**config.mk**
```make
export PLATFORM = sky130hd
export DESIGN_NAME = json_record_escaper
export DESIGN_NICKNAME = d
export VERILOG_FILES = /design/src/rtl/jre_pkg.sv /design/src/rtl/json_record_escaper.sv /design/src/rtl/jre_front.sv /design/src/rtl/jre_queue.sv /design/src/rtl/jre_back.sv
export SDC_FILE = /design/constraint.sdc
export NUM_CORES = 1
export LEC_CHECK = 0
export ABC_AREA = 1
export BUFFER_PORTS_ARGS = -buffer_cell sky130_fd_sc_hd__buf_2
export CAP_MARGIN = 20
export CORE_MARGIN = 2
export CORE_UTILIZATION = 35
export DETAILED_ROUTE_END_ITERATION = 8
export HOLD_SLACK_MARGIN = 0.02
export PLACE_DENSITY = 0.61
export SLEW_MARGIN = 25
export SYNTH_ARGS = -nofsm -noshare
export SYNTH_HDL_FRONTEND = slang
export SYNTH_SLANG_ARGS = --single-unit
```
**constraint.sdc**
```tcl
create_clock -name clk -period 3.2 [get_ports clk]
set_clock_uncertainty 0.05 [all_clocks]
set_input_delay 0.32 -clock clk [delete_from_list [all_inputs] [get_ports clk]]
set_output_delay 0.32 -clock clk [all_outputs]
set_load 0.01 [all_outputs]
```
**src/rtl/jre_pkg.sv**
```systemverilog
package jre_pkg;

  localparam int DEFAULT_COUNT_BITS = 32;
  localparam int QUEUE_DEPTH        = 4;

  localparam logic [7:0] CHR_S      = 8'h53;
  localparam logic [7:0] CHR_O      = 8'h4F;
  localparam logic [7:0] CHR_COLON  = 8'h3A;
  localparam logic [7:0] CHR_QUOTE  = 8'h22;
  localparam logic [7:0] CHR_BSLASH = 8'h5C;
  localparam logic [7:0] CHR_LF     = 8'h0A;
  localparam logic [7:0] CHR_U      = 8'h75;
  localparam logic [7:0] CHR_ZERO   = 8'h30;
  localparam logic [7:0] CTRL_LIMIT = 8'h20;
  localparam logic [7:0] HIGH_START = 8'h80;

  typedef struct packed {
    logic [7:0] data_byte;
    logic       direction;
    logic       first_of_record;
    logic       last_of_record;
    logic       empty_record;
  } in_word_t;

  typedef struct packed {
    logic [7:0]  out_byte;
    logic        last_of_run;
    logic [31:0] content_count;
  } out_word_t;

  // How the content byte of a job is written out.
  typedef enum logic [1:0] {
    BODY_NONE    = 2'd0,
    BODY_PLAIN   = 2'd1,
    BODY_SHORT   = 2'd2,
    BODY_UNICODE = 2'd3
  } body_kind_t;

  typedef struct packed {
    logic        prefix_en;
    logic [7:0]  prefix_char;
    body_kind_t  kind;
    logic [7:0]  data_byte;
    logic [7:0]  short_char;
    logic        suffix_en;
    logic [31:0] content_count;
  } job_t;

  function automatic body_kind_t byte_kind(input logic [7:0] c);
    body_kind_t k;
    if (c inside {8'h22, 8'h5C, 8'h08, 8'h0C, 8'h0A, 8'h0D, 8'h09}) begin
      k = BODY_SHORT;
    end else if (c < CTRL_LIMIT || c >= HIGH_START) begin
      k = BODY_UNICODE;
    end else begin
      k = BODY_PLAIN;
    end
    return k;
  endfunction

  function automatic logic [7:0] short_escape(input logic [7:0] c);
    logic [7:0] s;
    case (c)
      8'h08:   s = 8'h62;
      8'h0C:   s = 8'h66;
      8'h0A:   s = 8'h6E;
      8'h0D:   s = 8'h72;
      8'h09:   s = 8'h74;
      default: s = c;
    endcase
    return s;
  endfunction

  function automatic logic [7:0] hex_digit(input logic [3:0] n);
    logic [7:0] d;
    if (n < 4'd10) begin
      d = CHR_ZERO + {4'd0, n};
    end else begin
      d = 8'h57 + {4'd0, n};
    end
    return d;
  endfunction

endpackage

```
**src/rtl/json_record_escaper.sv**
```systemverilog
// Frames byte records as JSON string lines: a direction letter, colon and quote, the escaped
// content, then quote and newline. One output word is one byte; the output port gives one
// byte per cycle while out_stall is low, and an input word becomes 1 to 11 output bytes:
// up to 6 for an escaped byte, 3 more with the prefix and 2 more with the suffix; plain
// mid-record bytes run at one per cycle unless stalled. Input words are taken back to back
// while the 4-entry job queue between the classifier and the byte sequencer has room. While
// paused, input words are taken and dropped without output.
module json_record_escaper import jre_pkg::*; #(
  parameter int COUNT_BITS = DEFAULT_COUNT_BITS
) (
  input  logic      clk,
  input  logic      rst_n,
  input  logic      cfg_wr_en,
  input  logic      cfg_wr_data,
  input  logic      in_valid,
  output logic      in_stall,
  input  in_word_t  in_word,
  output logic      out_valid,
  input  logic      out_stall,
  output out_word_t out_word
);

  logic q_push;
  logic q_pop;
  logic q_full;
  logic q_empty;
  logic paused;
  job_t push_job;
  job_t head_job;

  assign in_stall = q_full;

  jre_front #(
    .COUNT_BITS(COUNT_BITS)
  ) u_front (
    .clk        (clk),
    .rst_n      (rst_n),
    .cfg_wr_en  (cfg_wr_en),
    .cfg_wr_data(cfg_wr_data),
    .in_valid   (in_valid),
    .in_stall   (in_stall),
    .in_word    (in_word),
    .paused     (paused),
    .push       (q_push),
    .push_job   (push_job)
  );

  jre_queue u_queue (
    .clk     (clk),
    .rst_n   (rst_n),
    .push    (q_push),
    .push_job(push_job),
    .pop     (q_pop),
    .full    (q_full),
    .empty   (q_empty),
    .head_job(head_job)
  );

  jre_back u_back (
    .clk      (clk),
    .rst_n    (rst_n),
    .q_empty  (q_empty),
    .head_job (head_job),
    .pop      (q_pop),
    .out_valid(out_valid),
    .out_stall(out_stall),
    .out_word (out_word)
  );

`ifndef SYNTHESIS
  // A paused block never queues a job.
  a_paused_drops: assert property (@(posedge clk) disable iff (!rst_n)
    paused |-> !q_push)
    else $error("job queued while paused");

  // Bytes of one run follow without a gap and share one count.
  a_run_continues: assert property (@(posedge clk) disable iff (!rst_n)
    out_valid && !out_stall && !out_word.last_of_run |=>
      out_valid && out_word.content_count == $past(out_word.content_count))
    else $error("run broken or count changed within a run");

  // A job leaves the queue only while a byte is being produced for it.
  a_pop_nonempty: assert property (@(posedge clk) disable iff (!rst_n)
    q_pop |-> !q_empty)
    else $error("pop from empty queue");
`endif

endmodule

```
**src/rtl/jre_front.sv**
```systemverilog
module jre_front import jre_pkg::*; #(
  parameter int COUNT_BITS = DEFAULT_COUNT_BITS
) (
  input  logic     clk,
  input  logic     rst_n,
  input  logic     cfg_wr_en,
  input  logic     cfg_wr_data,
  input  logic     in_valid,
  input  logic     in_stall,
  input  in_word_t in_word,
  output logic     paused,
  output logic     push,
  output job_t     push_job
);

  logic                  paused_r;
  logic [COUNT_BITS-1:0] count_r;
  logic [COUNT_BITS-1:0] count_nxt;
  logic [COUNT_BITS-1:0] count_inc;
  logic                  accept;

  assign accept    = in_valid && !in_stall;
  assign push      = accept && !paused_r;
  assign paused    = paused_r;
  assign count_inc = count_r + COUNT_BITS'(1);

  always_comb begin
    count_nxt = count_r;
    if (push && !in_word.empty_record) begin
      count_nxt = count_inc;
    end
  end

  always_comb begin
    push_job.prefix_char   = in_word.direction ? CHR_O : CHR_S;
    push_job.data_byte     = in_word.data_byte;
    push_job.short_char    = short_escape(in_word.data_byte);
    push_job.content_count = 32'(count_nxt);
    if (in_word.empty_record) begin
      push_job.prefix_en = 1'b1;
      push_job.kind      = BODY_NONE;
      push_job.suffix_en = 1'b1;
    end else begin
      push_job.prefix_en = in_word.first_of_record;
      push_job.kind      = byte_kind(in_word.data_byte);
      push_job.suffix_en = in_word.last_of_record;
    end
  end

  always_ff @(posedge clk) begin
    if (!rst_n) begin
      paused_r <= 1'b0;
      count_r  <= '0;
    end else begin
      if (cfg_wr_en) begin
        paused_r <= cfg_wr_data;
      end
      count_r <= count_nxt;
    end
  end

endmodule

```
**src/rtl/jre_queue.sv**
```systemverilog
module jre_queue import jre_pkg::*; (
  input  logic clk,
  input  logic rst_n,
  input  logic push,
  input  job_t push_job,
  input  logic pop,
  output logic full,
  output logic empty,
  output job_t head_job
);

  localparam int PTR_W  = (QUEUE_DEPTH > 1) ? $clog2(QUEUE_DEPTH) : 1;
  localparam int FILL_W = $clog2(QUEUE_DEPTH + 1);

  job_t              entries_r [QUEUE_DEPTH];
  logic [PTR_W-1:0]  wr_ptr_r;
  logic [PTR_W-1:0]  rd_ptr_r;
  logic [FILL_W-1:0] fill_r;
  logic [FILL_W-1:0] fill_nxt;

  assign full     = (fill_r == FILL_W'(QUEUE_DEPTH));
  assign empty    = (fill_r == '0);
  assign head_job = entries_r[rd_ptr_r];

  function automatic logic [PTR_W-1:0] ptr_step(input logic [PTR_W-1:0] p);
    logic [PTR_W-1:0] n;
    if (p == PTR_W'(QUEUE_DEPTH - 1)) begin
      n = '0;
    end else begin
      n = p + PTR_W'(1);
    end
    return n;
  endfunction

  always_comb begin
    fill_nxt = fill_r;
    if (push && !pop) begin
      fill_nxt = fill_r + FILL_W'(1);
    end else if (pop && !push) begin
      fill_nxt = fill_r - FILL_W'(1);
    end
  end

  always_ff @(posedge clk) begin
    if (!rst_n) begin
      wr_ptr_r <= '0;
      rd_ptr_r <= '0;
      fill_r   <= '0;
    end else begin
      if (push) begin
        wr_ptr_r <= ptr_step(wr_ptr_r);
      end
      if (pop) begin
        rd_ptr_r <= ptr_step(rd_ptr_r);
      end
      fill_r <= fill_nxt;
    end
  end

  always_ff @(posedge clk) begin
    if (push) begin
      entries_r[wr_ptr_r] <= push_job;
    end
  end

endmodule

```
**src/rtl/jre_back.sv**
```systemverilog
module jre_back import jre_pkg::*; (
  input  logic      clk,
  input  logic      rst_n,
  input  logic      q_empty,
  input  job_t      head_job,
  output logic      pop,
  output logic      out_valid,
  input  logic      out_stall,
  output out_word_t out_word
);

  logic [3:0] pos_r;
  logic       out_valid_r;
  out_word_t  out_word_r;

  logic [3:0] p_len;
  logic [3:0] b_len;
  logic [3:0] s_len;
  logic [3:0] total;
  logic [3:0] body_off;
  logic [3:0] sfx_off;
  logic       last_byte;
  logic       advance;
  logic [7:0] cur_byte;

  assign out_valid = out_valid_r;
  assign out_word  = out_word_r;

  always_comb begin
    p_len = head_job.prefix_en ? 4'd3 : 4'd0;
    s_len = head_job.suffix_en ? 4'd2 : 4'd0;
    case (head_job.kind)
      BODY_NONE:    b_len = 4'd0;
      BODY_PLAIN:   b_len = 4'd1;
      BODY_SHORT:   b_len = 4'd2;
      BODY_UNICODE: b_len = 4'd6;
      default:      b_len = 4'd0;
    endcase
    total     = p_len + b_len + s_len;
    body_off  = pos_r - p_len;
    sfx_off   = body_off - b_len;
    last_byte = (pos_r == total - 4'd1);
  end

  // The byte at the current position: prefix, then body, then suffix.
  always_comb begin
    if (pos_r < p_len) begin
      case (pos_r[1:0])
        2'd0:    cur_byte = head_job.prefix_char;
        2'd1:    cur_byte = CHR_COLON;
        default: cur_byte = CHR_QUOTE;
      endcase
    end else if (body_off < b_len) begin
      case (head_job.kind)
        BODY_PLAIN: cur_byte = head_job.data_byte;
        BODY_SHORT: cur_byte = (body_off == 4'd0) ? CHR_BSLASH : head_job.short_char;
        BODY_UNICODE: begin
          case (body_off[2:0])
            3'd0:    cur_byte = CHR_BSLASH;
            3'd1:    cur_byte = CHR_U;
            3'd2:    cur_byte = CHR_ZERO;
            3'd3:    cur_byte = CHR_ZERO;
            3'd4:    cur_byte = hex_digit(head_job.data_byte[7:4]);
            default: cur_byte = hex_digit(head_job.data_byte[3:0]);
          endcase
        end
        default: cur_byte = CHR_QUOTE;
      endcase
    end else begin
      cur_byte = (sfx_off == 4'd0) ? CHR_QUOTE : CHR_LF;
    end
  end

  assign advance = !out_valid_r || !out_stall;
  assign pop     = advance && !q_empty && last_byte;

  always_ff @(posedge clk) begin
    if (!rst_n) begin
      out_valid_r <= 1'b0;
      pos_r       <= '0;
    end else if (advance) begin
      out_valid_r <= !q_empty;
      if (!q_empty) begin
        pos_r <= last_byte ? 4'd0 : pos_r + 4'd1;
      end
    end
  end

  always_ff @(posedge clk) begin
    if (advance && !q_empty) begin
      out_word_r.out_byte      <= cur_byte;
      out_word_r.last_of_run   <= last_byte;
      out_word_r.content_count <= head_job.content_count;
    end
  end

endmodule

```
==> results.json <==
{
  "finalSetupTns_ps": 0,
  "gp_congestion": 0.871,
  "grt_pass1_vias": 8815,
  "p_leak_nw": 5.98,
  "drtPass1Iterations": 5,
  "layout-drive-gt1-share_pct": 17.9,
  "maxSlewHeadroom_pct": 45.9,
  "synthArstFlopShare_pct": 0,
  "maxCapViolCount": 0,
  "start_util_pct": 35.4,
  "ys_seq_area_share_pct": 65.3,
  "synth.most_common_cell": "edfxtp_1",
  "grt_max_degree": 53,
  "ys_ff_latch": 304,
  "clk_pin_slew_worst_paths_ps": 60,
  "max_stage_delay_ps": 470,
  "wire_per_inst_um": 16.0,
  "hold_viol_final": 0,
  "n_antenna_cell": 0,
  "synth_top_area_share_pct": 58.2,
  "required_ps": 3380,
  "yosys_warnings": 0,
  "antenna_found_initial": 0,
  "synthDistinctLibCells": 50,
  "place_area_um2": 14300,
  "rsz0062_at_grt": "yes",
  "grt_overflow": 0,
  "critical-path-slowest-cell": "fa_2",
  "syn_area_per_cell_um2": 10.7,
  "worst_pin_slew_ps": 802,
  "endpoint_kind": "register",
  "ant_nets": 0,
  "layout_min_cycle_time_ps": 3080,
  "area_growth_pct": 19.2,
  "grt_usage_pct": 15.3,
  "cts_buffer_depth": 3,
  "cp_max_fo": 5,
  "vias": 9038,
  "wl_um": 30100,
  "yosysTopAreaCell": "edfxtp_1",
  "fin_nets": 1382,
  "crit_path_start_kind": "register",
  "p_per_area_nw_per_um2": 949,
  "coreArea_um2": 37500,
  "dominantRegCellSynth": "edfxtp_1",
  "synthCells": 1237,
  "finalPower_mw": 15.0,
  "netlist_area_um2": 13300,
  "synth_nets": 1279,
  "cts_tree": "yes",
  "synth_edf_count": 257,
  "drv_slew": 0,
  "cts_num_sinks": 304,
  "cts_max_level": 2,
  "worstSkewPairLatency_ps": 520,
  "criticalPathCategory": "register to register",
  "setup_viol": 0,
  "dpl.hpwl_um": 19400,
  "synthTopCellsByCount": "257 x edfxtp_1, 234 x nand2_1, 159 x nor2_1",
  "root_buffer": "clkbuf_16",
  "port_buffers": 60,
  "vias_per_cell": 4.82,
  "status": "finished, final reports clean",
  "holdCritPathClass": "primary input to register",
  "die_y_um": 199,
  "max-vdd-ir-drop_uv": 402,
  "cts_made_buffers": 35,
  "cp_cell_sequence": "buf_4 -> inv_4 -> nand2_1 -> nand3_1 -> nand2_2 -> inv_1 -> ha_1 -> inv_2 -> fa_2 -> fa_2 -> a21oi_2 -> nand2_2 -> a211oi_4 -> o2111ai_1",
  "finalCritPeriodShare_pct": 96.4,
  "fmax_mhz": 324,
  "rows": 71,
  "fin_area_um2": 15800,
  "first_iter_violations": 480,
  "die-area_um2": 39500,
  "synth.area.top_cells": "edfxtp_1 58%, dfxtp_1 7.1%, nand2_1 6.6%",
  "ioPinCount": 61,
  "grt_pass1_wl_um": 47500,
  "die_x_um": 199,
  "cp.arrival_ps": 3270,
  "drc": 0
}
-- cell families (layout without fill, tap and decap cells) --
group | after synthesis | count (layout) | share of synthesized area [%]
fa+ha+maj | 24 | 24 | 2.49
buf+inv | 157 | 286 | 4.84
simple gates | 525 | 525 | 17.1
flops | 304 | 304 | 65.3
compound gates | 195 | 195 | 8.12
xor+xnor | 32 | 32 | 2.17
-- through the flow --
step	setup WS, ps	utilization, %	hold slack (ps)	cells
6_report	115	42.2	38.8	1877
5_1_grt	-76.6	42.2	40.3	1877
4_1_cts	10.4	41.6	25.6	1869
3_5_place_dp	-10.4	38.2	461	1800
3_3_place_gp	47.4	38.2	441	1800
2_1_floorplan	-238	-	364	1237
-- timing repair --
item,4_1_cts,5_1_grt
resized for setup,1,39
pin swaps,1,17
buffers inserted,2,7
endpoints found under the setup margin,1,10
cloned,0,1
hold buffers,4,0
hold endpoints to repair,9,0
-- worst paths after layout --
path	from	to	slack [ps]	depth (start not counted)
setup / recovery	register	u_back.out_word[34]	120	14
hold / removal	in_word[8]	u_queue.entries_r[0][45]	40	1
setup reg to reg	register	u_back.out_word[34]	120	14
hold reg to reg	u_queue.fill_r[2]	u_queue.fill_r[2]	470	2
-- final cells by class --
class                           count  area (µm²)
Timing Repair Buffer              109         711
Sequential cell                   304        8660
Fill cell                        3540       21700
Clock buffer                       43         957
Multi-Input combinational cell    776        4140
Tap cell                          511         639
Timing Repair inverter              1        6.26
Clock inverter                     20         254
Inverter                          113         439
-- cell usage in the layout (no fill, tap or decap), types with 38 or more instances in the layout --
cell,instances
buf_4,41
nand3_1,54
o21ai_0,98
edfxtp_1,257
buf_2,60
o22ai_1,38
dfxtp_1,45
nand2_1,225
nor2_1,154
inv_1,98
-- routing by layer --
metal  vias to the layer above  track usage [%]  wire length [µm]
li1                       4470                -                 -
met1                      4343             20.2             13600
met2                       174             26.2             14500
met3                        51             2.44              1290
met4                         0             4.28               665
met5                         -                0                 0
-- where the power goes --
part / internal, mW / switching [mW] / leakage [nW]
Clock: 2.55 / 1.59 / 0.589
Combinational: 2.00 / 3.58 / 2.63
Sequential: 5.08 / 0.187 / 2.76
-- state kept, by name, summed over array words and instances (netlist names), named ones only --
signal             count
u_back.out_word       41
u_queue.wr_ptr_r       2
u_front.paused         1
u_queue.entries_r    216
u_back.out_valid       1
u_front.count_r       32
u_queue.fill_r         3
u_back.pos_r           4
u_queue.rd_ptr_r       2
-- critical path, delay by kind of cell, from the launching register on --
family / cells / cell delay, ps
fa+ha+maj: 3 / 1040
compound gates: 3 / 630
simple gates: 4 / 400
flops: 1 / 360
buf+inv: 4 / 330
Power figures use the tool's default switching activity.
